File: src/rtl/core/cstf_pkg.sv
// ----------------------------------------------------------------------------
// cstf_pkg
// Shared types, constants and the flag-letter table of the character
// stuffing framer.
// ----------------------------------------------------------------------------
`default_nettype none

package cstf_pkg;

  localparam int unsigned CharW  = 8;
  localparam int unsigned WinLen = 6;
  localparam int unsigned WinIdxW = $clog2(WinLen);
  localparam int unsigned QDepth = 2;

  localparam logic [CharW-1:0] ChD = 8'h64;  // 'd'
  localparam logic [CharW-1:0] ChL = 8'h6c;  // 'l'
  localparam logic [CharW-1:0] ChE = 8'h65;  // 'e'
  localparam logic [CharW-1:0] ChS = 8'h73;  // 's'
  localparam logic [CharW-1:0] ChT = 8'h74;  // 't'
  localparam logic [CharW-1:0] ChX = 8'h78;  // 'x'

  localparam logic DirStuff   = 1'b0;
  localparam logic DirDestuff = 1'b1;

  // One job for the output sequencer: optional header, one body character,
  // optional duplicated flag, optional trailer.
  typedef struct packed {
    logic             hdr;
    logic             dup;
    logic             trl;
    logic             fe;
    logic [CharW-1:0] ch;
  } cstf_job_t;

  typedef enum logic [2:0] {
    PH_IDLE,
    PH_HDR,
    PH_BODY,
    PH_DUP,
    PH_TRL
  } cstf_phase_e;

  // Letters of "dlestx" by position.
  function automatic logic [CharW-1:0] flag_char(input logic [2:0] idx);
    logic [CharW-1:0] c;
    begin
      case (idx)
        3'd0:    c = ChD;
        3'd1:    c = ChL;
        3'd2:    c = ChE;
        3'd3:    c = ChS;
        3'd4:    c = ChT;
        default: c = ChX;
      endcase
      return c;
    end
  endfunction

endpackage

`default_nettype wire

File: src/rtl/core/char_stuffing_framer.sv
// ----------------------------------------------------------------------------
// char_stuffing_framer
// Character-stuffing framer with "dlestx" header and trailer and "dle"
// doubling; stuffs outgoing or destuffs received data by direction register.
// ----------------------------------------------------------------------------
// An accepted character's job is registered in the job queue, then in the
// sequencer's job register. Throughput while the output is ready: one
// character per cycle while each yields at most one result; otherwise the
// output sequencer sets one result per cycle (header 6, duplicated flag 3,
// trailer 6 extra characters), buffered by a two-entry job queue.
// Reset: frame state cleared, direction = stuff; no clearing pass.
`default_nettype none

module char_stuffing_framer
  import cstf_pkg::*;
#(
  parameter int unsigned QueueDepth = QDepth
) (
  input  wire logic       clk_i,
  input  wire logic       rst_ni,
  input  wire logic       cfg_valid_i,
  output logic            cfg_ready_o,
  input  wire logic       cfg_data_i,      // direction
  input  wire logic       s_axis_tvalid,
  output logic            s_axis_tready,
  input  wire logic [7:0] s_axis_tdata,    // [7:0] in_char
  input  wire logic       s_axis_tlast,
  output logic            m_axis_tvalid,
  input  wire logic       m_axis_tready,
  output logic [7:0]      m_axis_tdata,    // [7:0] out_char
  output logic            m_axis_tlast,
  output logic            m_axis_tuser     // [0] run_last
);

  cstf_job_t front_job, queue_job;
  logic      front_valid, queue_ready, queue_valid, back_pop;

  assign cfg_ready_o = 1'b1;

  cstf_front u_front (
    .clk_i       (clk_i),
    .rst_ni      (rst_ni),
    .cfg_we_i    (cfg_valid_i),
    .cfg_dir_i   (cfg_data_i),
    .in_valid_i  (s_axis_tvalid),
    .in_ready_o  (s_axis_tready),
    .in_char_i   (s_axis_tdata),
    .in_last_i   (s_axis_tlast),
    .job_valid_o (front_valid),
    .job_o       (front_job),
    .job_ready_i (queue_ready)
  );

  cstf_queue #(
    .Depth (QueueDepth)
  ) u_queue (
    .clk_i        (clk_i),
    .rst_ni       (rst_ni),
    .push_i       (front_valid),
    .push_data_i  (front_job),
    .push_ready_o (queue_ready),
    .pop_i        (back_pop),
    .pop_data_o   (queue_job),
    .pop_valid_o  (queue_valid)
  );

  cstf_back u_back (
    .clk_i          (clk_i),
    .rst_ni         (rst_ni),
    .job_valid_i    (queue_valid),
    .job_i          (queue_job),
    .job_pop_o      (back_pop),
    .out_valid_o    (m_axis_tvalid),
    .out_ready_i    (m_axis_tready),
    .out_char_o     (m_axis_tdata),
    .out_fe_o       (m_axis_tlast),
    .out_run_last_o (m_axis_tuser)
  );

endmodule

`default_nettype wire

File: src/rtl/core/cstf_front.sv
// ----------------------------------------------------------------------------
// cstf_front
// Accepts input characters, tracks frame state, matches "dle" when stuffing,
// runs the destuff window, and issues jobs for the output sequencer.
// ----------------------------------------------------------------------------
`default_nettype none

module cstf_front
  import cstf_pkg::*;
(
  input  wire logic             clk_i,
  input  wire logic             rst_ni,
  input  wire logic             cfg_we_i,
  input  wire logic             cfg_dir_i,
  input  wire logic             in_valid_i,
  output logic                  in_ready_o,
  input  wire logic [CharW-1:0] in_char_i,
  input  wire logic             in_last_i,
  output logic                  job_valid_o,
  output cstf_job_t             job_o,
  input  wire logic             job_ready_i
);

  logic               dir_q;
  logic               in_frame_q, in_frame_d;
  logic [1:0]         match_q, match_d;
  logic [2:0]         hdr_cnt_q, hdr_cnt_d;
  logic [2:0]         fill_q, fill_d;
  logic               skip_q, skip_d;
  logic [CharW-1:0]   win_q [WinLen];
  logic [CharW-1:0]   win_d [WinLen];
  logic               accept;
  logic               is_pair;

  assign in_ready_o = job_ready_i;
  assign accept     = in_valid_i & job_ready_i;

  assign is_pair = (win_q[0] == ChD) && (win_q[1] == ChL) && (win_q[2] == ChE) &&
                   (win_q[3] == ChD) && (win_q[4] == ChL) && (win_q[5] == ChE);

  always_comb begin
    in_frame_d  = in_frame_q;
    match_d     = match_q;
    hdr_cnt_d   = hdr_cnt_q;
    fill_d      = fill_q;
    skip_d      = skip_q;
    win_d       = win_q;
    job_valid_o = 1'b0;
    job_o       = '{hdr: 1'b0, dup: 1'b0, trl: 1'b0, fe: 1'b0, ch: in_char_i};

    if (accept) begin
      if (dir_q == DirStuff) begin
        job_valid_o = 1'b1;
        job_o.hdr   = ~in_frame_q;
        job_o.trl   = in_last_i;
        in_frame_d  = 1'b1;
        if (in_char_i == ChD) begin
          match_d = 2'd1;
        end else if (match_q == 2'd1 && in_char_i == ChL) begin
          match_d = 2'd2;
        end else if (match_q == 2'd2 && in_char_i == ChE) begin
          job_o.dup = 1'b1;
          match_d   = 2'd0;
        end else begin
          match_d = 2'd0;
        end
        if (in_last_i) begin
          in_frame_d = 1'b0;
          match_d    = 2'd0;
          hdr_cnt_d  = '0;
          fill_d     = '0;
          skip_d     = 1'b0;
        end
      end else begin
        in_frame_d = 1'b1;
        if (hdr_cnt_q < 3'(WinLen)) begin
          // drop header
          hdr_cnt_d = hdr_cnt_q + 3'd1;
        end else if (in_last_i) begin
          // oldest goes out, the rest is trailer
          job_valid_o = (fill_q == 3'(WinLen));
          job_o.ch    = win_q[0];
          job_o.fe    = 1'b1;
        end else if (fill_q < 3'(WinLen)) begin
          win_d[fill_q[WinIdxW-1:0]] = in_char_i;
          fill_d = fill_q + 3'd1;
        end else if (!skip_q && is_pair) begin
          // remove the first dle of the pair, keep the copy untested
          win_d[0] = win_q[3];
          win_d[1] = win_q[4];
          win_d[2] = win_q[5];
          win_d[3] = in_char_i;
          fill_d   = 3'd4;
          skip_d   = 1'b1;
        end else begin
          job_valid_o = 1'b1;
          job_o.ch    = win_q[0];
          for (int i = 0; i < WinLen - 1; i++) begin
            win_d[i] = win_q[i+1];
          end
          win_d[WinLen-1] = in_char_i;
          skip_d = 1'b0;
        end
        if (in_last_i) begin
          in_frame_d = 1'b0;
          match_d    = 2'd0;
          hdr_cnt_d  = '0;
          fill_d     = '0;
          skip_d     = 1'b0;
        end
      end
    end
  end

  always_ff @(posedge clk_i or negedge rst_ni) begin
    if (!rst_ni) begin
      dir_q      <= DirStuff;
      in_frame_q <= 1'b0;
      match_q    <= 2'd0;
      hdr_cnt_q  <= '0;
      fill_q     <= '0;
      skip_q     <= 1'b0;
    end else if (cfg_we_i) begin
      // a direction write abandons any frame in progress
      dir_q      <= cfg_dir_i;
      in_frame_q <= 1'b0;
      match_q    <= 2'd0;
      hdr_cnt_q  <= '0;
      fill_q     <= '0;
      skip_q     <= 1'b0;
    end else begin
      in_frame_q <= in_frame_d;
      match_q    <= match_d;
      hdr_cnt_q  <= hdr_cnt_d;
      fill_q     <= fill_d;
      skip_q     <= skip_d;
    end
  end

  always_ff @(posedge clk_i) begin
    win_q <= win_d;
  end

endmodule

`default_nettype wire

File: src/rtl/core/cstf_queue.sv
// ----------------------------------------------------------------------------
// cstf_queue
// Short job queue between the front and the output sequencer.
// ----------------------------------------------------------------------------
`default_nettype none

module cstf_queue
  import cstf_pkg::*;
#(
  parameter int unsigned Depth = QDepth
) (
  input  wire logic      clk_i,
  input  wire logic      rst_ni,
  input  wire logic      push_i,
  input  cstf_job_t      push_data_i,
  output logic           push_ready_o,
  input  wire logic      pop_i,
  output cstf_job_t      pop_data_o,
  output logic           pop_valid_o
);

  localparam int unsigned Aw = (Depth > 1) ? $clog2(Depth) : 1;
  localparam int unsigned Cw = $clog2(Depth + 1);

  cstf_job_t        mem_q [Depth];
  logic [Aw-1:0]    wr_ptr_q, rd_ptr_q;
  logic [Cw-1:0]    count_q;
  logic             do_push, do_pop;

  assign push_ready_o = (count_q != Cw'(Depth));
  assign pop_valid_o  = (count_q != '0);
  assign pop_data_o   = mem_q[rd_ptr_q];
  assign do_push      = push_i & push_ready_o;
  assign do_pop       = pop_i & pop_valid_o;

  function automatic logic [Aw-1:0] ptr_inc(input logic [Aw-1:0] p);
    begin
      return (p == Aw'(Depth - 1)) ? '0 : p + Aw'(1);
    end
  endfunction

  always_ff @(posedge clk_i or negedge rst_ni) begin
    if (!rst_ni) begin
      wr_ptr_q <= '0;
      rd_ptr_q <= '0;
      count_q  <= '0;
    end else begin
      if (do_push) wr_ptr_q <= ptr_inc(wr_ptr_q);
      if (do_pop)  rd_ptr_q <= ptr_inc(rd_ptr_q);
      if (do_push && !do_pop)      count_q <= count_q + Cw'(1);
      else if (do_pop && !do_push) count_q <= count_q - Cw'(1);
    end
  end

  always_ff @(posedge clk_i) begin
    if (do_push) mem_q[wr_ptr_q] <= push_data_i;
  end

endmodule

`default_nettype wire

File: src/rtl/core/cstf_back.sv
// ----------------------------------------------------------------------------
// cstf_back
// Output sequencer: expands each job into header, body, duplicated flag and
// trailer characters, one per transaction.
// ----------------------------------------------------------------------------
`default_nettype none

module cstf_back
  import cstf_pkg::*;
(
  input  wire logic             clk_i,
  input  wire logic             rst_ni,
  input  wire logic             job_valid_i,
  input  cstf_job_t             job_i,
  output logic                  job_pop_o,
  output logic                  out_valid_o,
  input  wire logic             out_ready_i,
  output logic [CharW-1:0]      out_char_o,
  output logic                  out_fe_o,
  output logic                  out_run_last_o
);

  cstf_phase_e phase_q, phase_d;
  logic [2:0]  idx_q, idx_d;
  cstf_job_t   job_q, job_d;
  logic        step_last;
  logic        take;

  always_comb begin
    unique case (phase_q)
      PH_BODY: step_last = ~job_q.dup & ~job_q.trl;
      PH_DUP:  step_last = (idx_q == 3'd2) & ~job_q.trl;
      PH_TRL:  step_last = (idx_q == 3'd5);
      default: step_last = 1'b0;
    endcase
  end

  assign out_valid_o    = (phase_q != PH_IDLE);
  assign out_char_o     = (phase_q == PH_BODY) ? job_q.ch : flag_char(idx_q);
  assign out_fe_o       = (phase_q == PH_BODY) ? job_q.fe
                                               : ((phase_q == PH_TRL) && (idx_q == 3'd5));
  assign out_run_last_o = step_last;

  // load a new job when idle or when the current one finishes
  assign take      = (phase_q == PH_IDLE) | (out_ready_i & step_last);
  assign job_pop_o = take & job_valid_i;

  always_comb begin
    phase_d = phase_q;
    idx_d   = idx_q;
    job_d   = job_q;
    if (take) begin
      if (job_valid_i) begin
        job_d   = job_i;
        idx_d   = 3'd0;
        phase_d = job_i.hdr ? PH_HDR : PH_BODY;
      end else begin
        phase_d = PH_IDLE;
      end
    end else if (out_ready_i) begin
      unique case (phase_q)
        PH_HDR: begin
          if (idx_q == 3'd5) begin
            phase_d = PH_BODY;
            idx_d   = 3'd0;
          end else begin
            idx_d = idx_q + 3'd1;
          end
        end
        PH_BODY: begin
          phase_d = job_q.dup ? PH_DUP : PH_TRL;
          idx_d   = 3'd0;
        end
        PH_DUP: begin
          if (idx_q == 3'd2) begin
            phase_d = PH_TRL;
            idx_d   = 3'd0;
          end else begin
            idx_d = idx_q + 3'd1;
          end
        end
        PH_TRL:  idx_d = idx_q + 3'd1;
        default: phase_d = PH_IDLE;
      endcase
    end
  end

  always_ff @(posedge clk_i or negedge rst_ni) begin
    if (!rst_ni) begin
      phase_q <= PH_IDLE;
      idx_q   <= 3'd0;
    end else begin
      phase_q <= phase_d;
      idx_q   <= idx_d;
    end
  end

  always_ff @(posedge clk_i) begin
    job_q <= job_d;
  end

endmodule

`default_nettype wire
File: config.mk
export PLATFORM = sky130hd
export DESIGN_NAME = char_stuffing_framer
export DESIGN_NICKNAME = d
export VERILOG_FILES = /design/src/rtl/core/cstf_pkg.sv /design/src/rtl/core/char_stuffing_framer.sv /design/src/rtl/core/cstf_front.sv /design/src/rtl/core/cstf_queue.sv /design/src/rtl/core/cstf_back.sv
export SDC_FILE = /design/constraint.sdc
export NUM_CORES = 1
export LEC_CHECK = 0
export BUFFER_PORTS_ARGS = -buffer_cell sky130_fd_sc_hd__buf_2
export CORE_MARGIN = 1.5
export CORE_UTILIZATION = 60
export CTS_CLUSTER_DIAMETER = 30
export DETAILED_ROUTE_END_ITERATION = 10
export PLACE_DENSITY = 0.78
export SYNTH_ARGS = -nofsm -noshare
export SYNTH_HDL_FRONTEND = slang
export SYNTH_SLANG_ARGS = --single-unit
File: constraint.sdc
create_clock -name clk_i -period 4.2 [get_ports clk_i]
set_clock_uncertainty 0.1 [all_clocks]
set_input_delay 0 -clock clk_i [delete_from_list [all_inputs] [get_ports clk_i]]
set_output_delay 0 -clock clk_i [all_outputs]
set_load 0.05 [all_outputs]
* Word-level counts from Yosys, hierarchy flattened
Memory sizes are Yosys's and may differ from the RTL's.
Index checks and enable logic that the tools add are counted.
W data, S select, Z words.
** Operators by class
- Add/subtract/negate cells :: 7
- Multipliers :: 0
- Div/mod/pow operators :: 0
- $lt $le $gt $ge :: 4
- Eq/ne operators :: 30
- Shift operators :: 0
- Multiplexer cells :: 78
- Bitwise gates (word level) :: 14
- Reduce and logical (&&, ||, !) cells :: 35
** Operator list (count)
- $mux W3 :: 25
- $eq A8 B7 Y1 const B :: 9
- $bwmux W48 :: 1
- $mux W48 :: 1
- $mux W8 :: 5
- $mux W32 :: 1
- $mux W1 :: 26
- $pmux W5 S5 :: 1
- $demux W8 S3 :: 1
- $pmux W3 S4 :: 2
- $mux W2 :: 10
- $mux W9 :: 2
- $mux W16 :: 1
- $reduce_and A4 Y1 :: 4
- $eq A3 B2 Y1 const B :: 4
- $eq A3 B3 Y1 const B :: 4
- $logic_and A1 B1 Y1 :: 12
- $mux W12 :: 1
- $add A3 B1 Y3 const B :: 3
- $ne A3 B3 Y1 const B :: 3
- $reduce_bool A3 Y1 :: 3
- $reduce_bool A2 Y1 :: 4
- $and A1 B1 Y1 :: 7
- $eq A3 B1 Y1 const B :: 2
- other kinds (22) :: 36
** Storage, ports and cells
- Bits in registers :: 80
- Bits in latches :: 0
- RAM bits :: 24
- Memory bits (read-only) :: 0
- Input port bits :: 15
- Memories kept :: 1
** Memory list
- u_queue.mem_q :: words 2, width 12, rd ports 1, clocked after Yosys merged registers in 0, wr ports 1, RTL line cstf_queue.sv:25 : cstf_job_t mem_q [Depth];

* Logic depth before layout (Yosys ltp)
Gate-level depths: netlist of the first run.
- Depth in word-level cells :: 18
- Gate-level depth with buffers :: 11
- Depth with buffers taken out :: 10

* Cells and area by module
Synthesis of the first run repeated with hierarchy kept, for this count alone.
** Unflattened totals
- Cell total of the unflattened synthesis :: 428
- Area, all modules :: 5325.1 µm²
** Modules (own cells, without submodules)
- cstf_front :: instances 1, cells an instance 265, area an instance 3151.8 µm²
- cstf_back :: instances 1, cells an instance 106, area an instance 1083.5 µm²
- cstf_queue :: instances 1, cells an instance 55, area an instance 1078.5 µm²
- char_stuffing_framer :: instances 1, cells an instance 2, area an instance 11.3 µm²

* Worst setup path before layout of the first run
No wires, ideal clock.
- Kind :: reg2reg
- Start point :: register u_front.fill_q[0]
- End point :: memory u_queue.mem_q[0][0] in the netlist's numbering, enable pin
- Arrival :: 2.411 ns
- Setup slack :: 1.307 ns
- Stages on the path, launching flop included :: 9
- Path buffers :: 1
- Clock period less this slack :: 2.893 ns
- Path through :: dfrtp_1 -> inv_2 -> buf_1 -> ha_1 -> a21boi_0 -> nor4b_1 -> nand2_1 -> o211ai_1 -> nor2b_1
** Between the ends
- Word-level cells in the longest chain between the ends :: 9
- Elaborated cells between the ends (all ways) :: 10
- Those cells by class :: 1 x order compare; 1 x eq/ne; 7 x mux; 1 x bitwise
** RTL lines
- start: declaration :: RTL line cstf_front.sv:28 : logic [2:0] fill_q, fill_d;
- start signal: assignment :: RTL line cstf_front.sv:135 : fill_q <= fill_d;
- $lt A3 B3 Y1 :: RTL line cstf_front.sv:84 : end else if (fill_q < 3'(WinLen)) begin
- $mux W1 :: RTL line cstf_front.sv:84
- $mux W1 (*) :: RTL line cstf_front.sv:79 : end else if (in_last_i) begin
- $mux W1 (*) :: RTL line cstf_front.sv:76 : if (hdr_cnt_q < 3'(WinLen)) begin
- $mux W1 (*) :: RTL line cstf_front.sv:52 : if (dir_q == DirStuff) begin
- $mux W1 (*) :: RTL line cstf_front.sv:51 : if (accept) begin
- $and A1 B1 Y1 (*) :: RTL line cstf_queue.sv:33 : assign do_push = push_i & push_ready_o;
- net u_queue.do_push :: RTL line cstf_queue.sv:28 : logic do_push, do_pop;
- $mux W1 (*) :: RTL line cstf_queue.sv:56 : if (do_push) mem_q[wr_ptr_q] <= push_data_i;
- $mux W1 (not written as such) (*) :: RTL line cstf_queue.sv:56
- end: declaration :: RTL line cstf_queue.sv:25
Mark *: on every way through the listed nets, which the timed path passes. The rest lies on a longest branch.

* Final worst setup path of the first run
- Start point :: register u_front.fill_q[0]
- End point :: memory u_queue.mem_q[1][8] in the netlist's numbering, enable pin
Same word-level chain as after synthesis.

==> results.yml, run 1 <==
outcome:
  outcome: "finished clean"
routing:
  antenna_left: 0
  wl_um: 11200
  routedWlPerCell_um: 18.7
  route.vias.total: 3725
  first_pass_iters: 7
  first_iter_violations: 230
  drt-vias-per-instance: 6.24
  drc_violations_left: 0
timing:
  min_period_ps: 2840
  worst_slew_margin_rel_pct: 35.9
  achievable-frequency_mhz: 352
  worstMarginPinSlew_ps: 954
  setup-violations-final: 0
  timing.setup.tns_ps: 0
  final-hold-violation-count: 0
  final_max_slew_viol_count: 0
  finalCritPeriodShare_pct: 67.6
  rsz0062_at_grt: "no"
cells_and_area:
  area_delta_synth_final_pct: 10.3
  antenna_cells: 0
  most-common-layout-cells: "83 x edfxtp_1, 49 x nand2_1, 37 x nor2_1, 26 x buf_2"
  final_common_cell: "edfxtp_1"
  nets: 508
  final_layout_size_suffix_gt1_share_pct: 14.9
clock_network:
  clkSlewWorstSetupHoldPaths_ps: 100
  cts_tree: "done"
  clock_path_buffers: 2
  clock_sinks: 104
  cts_htree_levels: 3
  cts_buffers: 9
  insertion_delay_to_the_later_sink_of_the_worst_skew_pair_ps: 370
  cts_root_buf: "clkbuf_8"
placed_design:
  io_buffers: 26
  dp_hpwl_um: 7810
  replace_congestion: 0.939
power:
  seq_power_share_pct: 45.4
  combPwrFrac_pct: 33.4
  pwr-share-clk_pct: 21.2
  power.internal_w: 0.00194
  netSwitchingFraction_pct: 37.2
  p_leak_nw: 2.18
  power.net_switching_w: 0.00115
  totalPowerFinal_w: 0.00309
  power_density_nw_per_um2: 532
  power.ir.vdd_worst_uv: 280
die:
  floorplan.initialDensity_pct: 61.1
  dieArea_um2: 9360
  die_w_um: 96.7
  num_rows: 34
  io_pins: 28
  floorplan.core_area_um2: 8640
  die_h_um: 96.7
global_routing:
  grt_busiest_layer: "met2"
  vias_in_the_first_global_route: 3580
  track_usage_pct: 24.4
  grt_antenna_before_repair: 0
  globalRouteMet2Util_pct: 43.8
  gr-usage-met3_pct: 4.34
  grt_first_pass_wirelength_um: 17800
  grt_start_max_net_pins: 38
  use_met1_pct: 28.3
  globalRouteOverflowTotal: 0
critical_path:
  critical_path.reg2reg.endpoint: "u_queue.mem_q[1][8]"
  critical_path_required_ps: 4110
  worst-r2r-cell-count: 7
  ff2ff_setup_slack_ps: 1360
  timing.critical_path.from_type: "register"
  end_kind: "register"
  worst_r2r_startpoint: "u_front.fill_q[0]"
  worstPathArrival_ps: 2750
  crit_slowest_cell: "and2_1"
  cell_chain_critical_path: "inv_2, ha_1, a21boi_0, nor4b_1, nand2_1, o211ai_1, and2_1"
  worstSetupPathType: "reg2reg"
  crit_path_max_incr_delay_ps: 500
  worst-path-max-fanout: 19
synthesis:
  netlist_instances: 454
  syn-mean-instance-area_um2: 11.6
  synth_nets: 478
  ys_top_cells_by_area: "edfxtp_1 47%, dfrtp_1 10%, nand2_1 3.5%"
  postSynth.asyncResetShare_pct: 20.2
  yosysWarningCount: 0
  yosysSeqAreaShare_pct: 57.2
  yosys_most_used_dff: "edfxtp_1"
  yosys.cell_types.count: 65
  synthDominantCellAreaShare_pct: 47.3
  synth.largest_area_cell: "edfxtp_1"
  synth_edf_count: 83
  synth.ff_latch_count: 104
  synth.cell_area_um2: 5270
run:
  max_cap_violations: 0
worst_hold_path:
  min-delay-path-class: "in2async"
==> metrics by stage <==
step	area (um2)	cells	hold WS [ps]	setup WS, ps	util (%)
after floorplan	5270	454	-396	1310	-
after global placement	5470	568	-116	1460	63.4
after detailed placement	5470	568	-113	1420	63.4
after CTS	5820	597	20.7	1400	67.4
after global routing	5820	597	47.9	1210	67.4
final	5820	597	15.8	1360	67.4
==> registers in the layout, indices dropped and copies added, names as in the netlist <==
signal / flops
u_front.skip_q: 1
u_queue.mem_q: 24
u_queue.wr_ptr_q: 1
u_back.job_q: 11
u_back.phase_q: 3
u_front.in_frame_q: 1
u_front.match_q: 2
u_queue.rd_ptr_q: 1
u_front.hdr_cnt_q: 3
u_front.win_q: 48
u_back.idx_q: 3
u_front.fill_q: 3
u_front.dir_q: 1
u_queue.count_q: 2
==> worst max-delay path by stage <==
stage	start	to	slack, ps	cells after the start
after floorplan	u_front.fill_q[0]	u_queue.mem_q[0][0]	1310	8
final	u_front.fill_q[0]	u_queue.mem_q[1][8]	1360	7
after global routing	u_front.win_q[32]	u_queue.count_q[1]	1210	8
after detailed placement	u_front.fill_q[1]	u_queue.mem_q[0][2]	1420	4
after CTS	u_front.fill_q[0]	u_queue.mem_q[1][8]	1400	7
after global placement	u_front.win_q[27]	u_queue.mem_q[0][4]	1460	5
==> power groups by stage <==
stage | registers (W) | clock network [W] | logic (W)
4_1_cts | 0.00140 | 0.000664 | 0.00104
3_3_place_gp | 0.00142 | 0 | 0.00101
2_1_floorplan | 0.00136 | 0 | 0.000861
5_1_grt | 0.00142 | 0.000699 | 0.00113
3_5_place_dp | 0.00142 | 0 | 0.00102
6_report | 0.00140 | 0.000657 | 0.00103
==> logic make-up after synthesis <==
| logic type | count (synthesis) | synth area share (%) |
|---|---|---|
| flip-flops | 104 | 57.2 |
| buffers and inverters | 37 | 2.75 |
| XOR/XNOR | 5 | 0.831 |
| AND/OR/NAND/NOR | 176 | 17.8 |
| other | 1 | 0.0711 |
| multiplexers | 29 | 6.57 |
| AO/OA/AOI/OAI | 93 | 12.6 |
| adder cells (fa/ha/maj) | 9 | 2.14 |
==> cells in the mapped netlist, types with 10 or more instances <==
| cell | instances |
|---|---|
| edfxtp_1 | 83 |
| nand2_1 | 49 |
| nor2_1 | 37 |
| and2_1 | 21 |
| dfrtp_1 | 21 |
| o21ai_0 | 17 |
| clkbuf_1 | 16 |
| a21oi_1 | 15 |
| mux2_2 | 13 |
| inv_1 | 11 |
| a22o_1 | 10 |
| nand2b_1 | 10 |
| o22ai_1 | 10 |
==> final cells by class <==
| class | instances | area, um2 |
|---|---|---|
| clock buffers | 9 | 124 |
| clock inverters | 7 | 92.6 |
| fillers | 635 | 2820 |
| inverters | 13 | 48.8 |
| multi-input cells | 313 | 2110 |
| flip-flops and latches | 104 | 3020 |
| well taps | 108 | 135 |
| repair buffers | 43 | 290 |
==> worst max-delay path: cells and delay by family, from the launching register on <==
kind	cells	cell delay, ps
compound gates	2	420
fa+ha+maj	1	210
buf+inv	1	330
flops	1	480
simple gates	3	940
==> routing by layer <==
| metal | vias up | wire length, um | share of wire (%) |
|---|---|---|---|
| met3 | 30 | 702 | 6.3 |
| met5 | - | 0 | 0 |
| met2 | 164 | 5920 | 53 |
| met1 | 1778 | 4180 | 37 |
| li1 | 1753 | - | - |
| met4 | 0 | 386 | 3.4 |
==> what timing repair did <==
action,in CTS,in global routing
endpoints found under the hold margin,44,0
hold buffers,13,0
gates resized for setup,0,0
buffers inserted,0,0
No activity file was read; power rests on OpenSTA's default activity.
==> inputs of run 2 (changes only) <==
Settings changed: ABC_AREA from default to 1.
Clock period 4.2 ns to 2.65 ns, I/O delays scaled along.
==> results.yml, run 2 <==
synthesis:
  synth_most_common_cell: "nand2_1"
  yosys.cell_types.count: 44
  yosysWarningCount: 0
  synth.largest_area_cell: "edfxtp_1"
  synth.cell_area_um2: 5230
  mux_share_of_post_synthesis_cell_area_pct: 0
  synth_compound_area_share_pct: 9.22
  synth.ff_latch_count: 104
  yosys.area_share.xor_xnor_pct: 0.503
  post_synth_fa_ha_maj_area_fraction_pct: 2.16
  ys_top_cells_by_area: "edfxtp_1 48%, nand2_1 12%, dfrtp_1 10%"
  post_synth_and_or_nand_nor_area_fraction_pct: 24.7
  synth_edf_count: 83
  yosys_most_used_dff: "edfxtp_1"
  yosys-top-cells-count: "165 x nand2_1, 83 x edfxtp_1, 56 x nor2_1"
  postSynth.asyncResetShare_pct: 20.2
  synth_top_family_by_area: "simple AND/OR/NAND/NOR gates"
  synthDominantCellAreaShare_pct: 47.7
  synth_nets: 583
  syn-mean-instance-area_um2: 9.35
  yosysSeqAreaShare_pct: 57.8
  netlist_instances: 559
placed_design:
  replace_congestion: 0.912
  dp_hpwl_um: 8330
  io_buffers: 26
cells_and_area:
  nets: 640
  layout_top_registers: "u_front.win_q (48), u_queue.mem_q (24), u_back.job_q (11)"
  area_delta_synth_final_pct: 13.9
  most-common-layout-cells: "165 x nand2_1, 83 x edfxtp_1, 56 x nor2_1, 54 x inv_1, 38 x o21ai_0"
  antenna_cells: 0
  top_register: "u_front.win_q"
  final_common_cell: "nand2_1"
  nFillCells: 627
  largest_register_ffs: 48
  final_layout_size_suffix_gt1_share_pct: 15.8
clock_network:
  cts_buffers: 9
  cts_htree_levels: 3
  clock_path_buffers: 2
  clkSlewWorstSetupHoldPaths_ps: 100
  cts_root_buf: "clkbuf_8"
  cts_tree: "done"
  clock_sinks: 104
  insertion_delay_to_the_later_sink_of_the_worst_skew_pair_ps: 380
die:
  die_h_um: 96.3
  io_pins: 28
  die_w_um: 96.3
  num_rows: 33
  floorplan.core_area_um2: 8340
  floorplan.initialDensity_pct: 62.6
  dieArea_um2: 9280
timing:
  final-hold-violation-count: 0
  finalCritPeriodShare_pct: 93.2
  final_max_slew_viol_count: 0
  setup-violations-final: 0
  min_period_ps: 2470
  worstMarginPinSlew_ps: 1130
  fin_hold_ws_ps: 11.1
  worst_slew_margin_rel_pct: 24.4
  timing.setup.tns_ps: 0
  rsz0062_at_grt: "no"
  achievable-frequency_mhz: 405
power:
  power_density_nw_per_um2: 903
  p_leak_nw: 2.57
  totalPowerFinal_w: 0.00537
  power.ir.vdd_worst_uv: 565
routing:
  first_pass_iters: 5
  wl_um: 11400
  route.vias.total: 4024
  routedWlPerCell_um: 15.7
  antenna_left: 0
  first_iter_violations: 227
  drc_violations_left: 0
  drt-vias-per-instance: 5.54
critical_path:
  critical_path_required_ps: 2810
  worst-path-buf-inv: 2
  timing.critical_path.from_type: "register"
  worst-r2r-cell-count: 13
  worstSetupPathType: "reg2reg"
  worst-path-max-fanout: 9
  crit_path_max_incr_delay_ps: 460
  crit_slowest_cell: "dfrtp_1"
  critical_path.reg2reg.endpoint: "u_queue.count_q[1]"
  worstPathArrival_ps: 2630
  cell_chain_critical_path: "inv_1, ha_1, inv_1, nor2_1, nor2_2, nand2_2, a31oi_4, nand2_4, nand3b_4, ha_1, a21oi_1, o21ai_0, xnor2_1"
  ff2ff_setup_slack_ps: 180
  worst_r2r_startpoint: "u_back.idx_q[0]"
  end_kind: "register"
  critPathTopFamily: "simple AND/OR/NAND/NOR gates"
global_routing:
  grt_first_pass_wirelength_um: 18600
  grt_busiest_layer: "met2"
  globalRouteOverflowTotal: 0
  grt_antenna_before_repair: 0
  globalRouteMet2Util_pct: 49.8
  gr-usage-met3_pct: 3.95
  grt_start_max_net_pins: 32
  track_usage_pct: 27.0
  use_met1_pct: 30.5
  vias_in_the_first_global_route: 4043
worst_hold_path:
  min-delay-path-class: "in2async"
outcome:
  outcome: "finished clean"
run:
  max_cap_violations: 0
==> run 2: changes by cell type after synthesis, moves of 19 or more <==
cell | previous run | this run
inv_1 | 11 | 54
and2_1 | 21 | 0
o21ai_0 | 17 | 38
nor2_1 | 37 | 56
nand2_1 | 49 | 165
nand3_1 | 3 | 31
==> run 2: cell families (layout without fill, tap and decap cells) <==
group,Yosys count,count (layout)
AO/OA/AOI/OAI,77,77
XOR/XNOR,3,3
adder cells (fa/ha/maj),9,9
buffers and inverters,73,135
flip-flops,104,104
other,1,1
AND/OR/NAND/NOR,292,292
==> run 2: worst register-to-register path: stages, from the launching register on <==
cell and delay (ps):
dfrtp_1 460, inv_1 130, ha_1 180, inv_1 40, nor2_1 200, nor2_2 70, nand2_2 120, a31oi_4 110
nand2_4 160, nand3b_4 110, ha_1 320, a21oi_1 120, o21ai_0 110, xnor2_1 140
==> run 2: what timing repair did <==
| item | 4_1_cts | 5_1_grt |
|---|---|---|
| resized for setup | 0 | 0 |
| hold buffers | 17 | 0 |
| setup buffers | 0 | 0 |
| hold endpoints to repair | 59 | 0 |
==> run 2: how the worst max path moves through the flow <==
stage	from	end	slack (ps)	depth (start not counted)
finish	u_back.idx_q[0]	u_queue.count_q[1]	180	13
global route	u_back.idx_q[0]	u_queue.count_q[1]	2	13
detailed placement	u_back.idx_q[0]	u_queue.count_q[1]	190	13
CTS	u_back.idx_q[0]	u_queue.count_q[1]	180	13
floorplan	u_queue.count_q[1]	u_queue.mem_q[1][0]	460	5
global placement	u_back.idx_q[0]	u_queue.count_q[1]	310	13
==> run 2: where the power goes <==
group	leakage (nW)	internal (W)	total (W)	switching [W]
clock	0.118	0.000637	0.00122	0.000581
combinational	1.39	0.000568	0.00196	0.00139
sequential	1.05	0.00205	0.00219	0.000145
total	2.57	0.00325	0.00537	0.00212
==> run 2: cell type report <==
cell class                 count  area (um2)  share of cell area [%]
sequential                   104        3020                    50.7
inverter                      63         236                    3.97
tap                          105         131                    2.21
multi-input combinational    382        1920                    32.2
timing repair buffer          56         398                    6.69
clock inverter                 7         125                    2.10
clock buffer                   9         124                    2.08
==> run 2: per-layer routing <==
metal  vias up  wire length [um]
li1       1975                 -
met4         0               363
met1      1891              4420
met2       127              5970
met5         -                 0
met3        31               624
==> run 2: through the flow <==
stage / setup WS, ps / utilization, % / cells / instance area (um2)
2_1_floorplan: 459 / - / 559 / 5230
3_3_place_gp: 313 / 66.3 / 693 / 5530
3_5_place_dp: 193 / 66.3 / 693 / 5530
4_1_cts: 178 / 71.3 / 726 / 5950
5_1_grt: 2.18 / 71.3 / 726 / 5950
6_report: 180 / 71.3 / 726 / 5950
==> inputs of run 3 (changes only) <==
Settings changed: SYNTH_HIERARCHICAL from default to 1.
==> results.yml, run 3 <==
die:
  num_rows: 33
  die_h_um: 96.5
  io_pins: 28
  die_w_um: 96.5
  floorplan.initialDensity_pct: 62.9
  dieArea_um2: 9310
  floorplan.core_area_um2: 8340
clock_network:
  clock_sinks: 104
  cts_root_buf: "clkbuf_8"
  number_of_buffers_added_to_fix_hold_violations_after_cts: 16
  insertion_delay_to_the_later_sink_of_the_worst_skew_pair_ps: 370
  clock_path_buffers: 2
  number_of_setup_buffers_added_after_cts: 0
  clkSlewWorstSetupHoldPaths_ps: 110
  cts_tree: "done"
  cts_resized: 0
  cts_buffers: 9
  cts_htree_levels: 3
critical_path:
  critical_path_required_ps: 2530
  worstSetupPathType: "reg2reg"
  end_kind: "register"
  worstPathArrival_ps: 2310
  cp_most_frequent_cell: "nand2_1"
  cell_chain_critical_path: "nand2_1, inv_1, nand2_1, nor2_1, nand2_1, nor2_2, nand2_2, nand2_4, nand2_4, nand3_1, nand2_1, nand2_4, nor2_1"
  worst-path-max-fanout: 12
  crit_slowest_cell: "nor2_1"
  crit_path_max_incr_delay_ps: 710
  timing.critical_path.from_type: "register"
timing:
  setup-violations-final: 0
  final_max_slew_viol_count: 0
  final-hold-violation-count: 0
  worst_slew_margin_rel_pct: 37.0
  min_period_ps: 2430
  timing.setup.tns_ps: 0
  worstMarginPinSlew_ps: 941
  finalCritPeriodShare_pct: 91.9
  rsz0062_at_grt: "no"
  timing.final.ws_setup_ps: 215
  achievable-frequency_mhz: 411
synthesis:
  yosys_most_used_dff: "edfxtp_1"
  yosysSeqAreaShare_pct: 57.5
  syn-mean-instance-area_um2: 9.07
  synth.ff_latch_count: 104
  synth_nets: 602
  synth_edf_count: 83
  ys_top_cells_by_area: "edfxtp_1 48%, nand2_1 13%, dfrtp_1 10%"
  postSynth.asyncResetShare_pct: 20.2
  yosysWarningCount: 6
  yosys.cell_types.count: 38
  synthDominantCellAreaShare_pct: 47.5
  synth_most_common_cell: "nand2_1"
  synth.cell_area_um2: 5250
  synth.largest_area_cell: "edfxtp_1"
  netlist_instances: 578
  yosys-top-cells-count: "184 x nand2_1, 83 x edfxtp_1, 59 x inv_1"
cells_and_area:
  most-common-layout-cells: "184 x nand2_1, 83 x edfxtp_1, 59 x inv_1, 48 x nor2_1, 36 x o21ai_0"
  nFillCells: 649
  final_layout_size_suffix_gt1_share_pct: 14.3
  nets: 657
  layout_top_registers: "u_front/win_q (48), u_queue/mem_q (24), u_back/job_q (11)"
  finalCoreUtilization_pct: 70.5
  final_non_filler_cell_total: 743
  area_delta_synth_final_pct: 12.0
  largest_register_ffs: 48
  top_register: "u_front/win_q"
  antenna_cells: 0
  final_common_cell: "nand2_1"
power:
  power.ir.vdd_worst_uv: 335
  totalPowerFinal_w: 0.00485
  p_leak_nw: 2.53
  power_density_nw_per_um2: 825
routing:
  first_iter_violations: 242
  route.vias.total: 4125
  wl_um: 10900
  drc_violations_left: 0
  antenna_left: 0
  first_pass_iters: 5
  routedWlPerCell_um: 14.6
  drt-vias-per-instance: 5.55
placed_design:
  dp_hpwl_um: 8020
  dp_cells: 711
  replace_congestion: 0.898
  io_buffers: 26
  pre_cts_setup_slack_ps: 258
global_routing:
  globalRouteOverflowTotal: 0
  vias_in_the_first_global_route: 3878
  grt_first_pass_wirelength_um: 17000
  track_usage_pct: 24.5
  grt_start_max_net_pins: 34
  grt_antenna_before_repair: 0
run:
  max_cap_violations: 0
worst_hold_path:
  min-delay-path-class: "in2async"
outcome:
  outcome: "finished clean"
run 3: changes by cell type after synthesis, sizes merged, moves of 2 or more:
cell	before	now
a21oi	15	13
inv	61	68
nor2	62	53
nor3	7	10
nand2	180	199
nand4	5	12
run 3: per-layer routing:
layer / vias up / global-route usage [%] / routed length, um
met4: 0 / 12.1 / 269
met2: 129 / 47.3 / 6010
met1: 1943 / 25.2 / 4040
li1: 2026 / - / -
met3: 27 / 4.30 / 554
met5: - / 0 / 0
run 3: final timing paths:
check                                            end  slack [ps]           startpoint  cells after the start
worst max-delay path             u_queue/mem_q[1][8]         220    u_front/win_q[29]                     13
worst min-delay path               u_back/phase_q[0]          20               rst_ni                      2
worst max register to register   u_queue/mem_q[1][8]         220    u_front/win_q[29]                     13
worst min register to register       u_back/job_q[9]         400  u_queue/mem_q[0][9]                      2
max in group asynchronous            u_back/idx_q[2]        2060               rst_ni                      2
min in group clk_i              u_queue/mem_q[0][11]         110        s_axis_tvalid                      5
run 3: layout make-up:
| type | instances | area, um2 | share of cell area (%) |
|---|---|---|---|
| flip-flops and latches | 104 | 3020 | 51.4 |
| multi-input cells | 395 | 1910 | 32.5 |
| clock buffers | 10 | 128 | 2.17 |
| clock inverters | 6 | 52.6 | 0.894 |
| well taps | 105 | 131 | 2.24 |
| repair buffers | 54 | 380 | 6.47 |
| inverters | 69 | 259 | 4.41 |
run 3: per-stage QoR:
stage | hold WS (ps) | area (um2)
2_1_floorplan | -396 | 5250
3_3_place_gp | -115 | 5540
3_5_place_dp | -98.7 | 5540
4_1_cts | 41.0 | 5880
5_1_grt | 65.0 | 5880
6_report | 22.4 | 5880
run 3: cell families after synthesis:
group                    count (synthesis)  share of synthesized area [%]
XOR/XNOR                                 2                          0.477
buffers and inverters                   79                           6.08
AND/OR/NAND/NOR                        313                           26.4
other                                    1                         0.0715
AO/OA/AOI/OAI                           70                           7.28
flip-flops                             104                           57.5
adder cells (fa/ha/maj)                  9                           2.15
run 3: critical path, delay by kind of cell (launching register included):
kind	cells	cell delay [ps]
flip-flops	1	410
buffers and inverters	1	40
AND/OR/NAND/NOR	12	1490
run 3: report_power, final:
part           internal, W  switching (W)  total, W
clock             0.000356       0.000547  0.000903
sequential         0.00205       0.000157   0.00220
combinational     0.000507        0.00124   0.00174
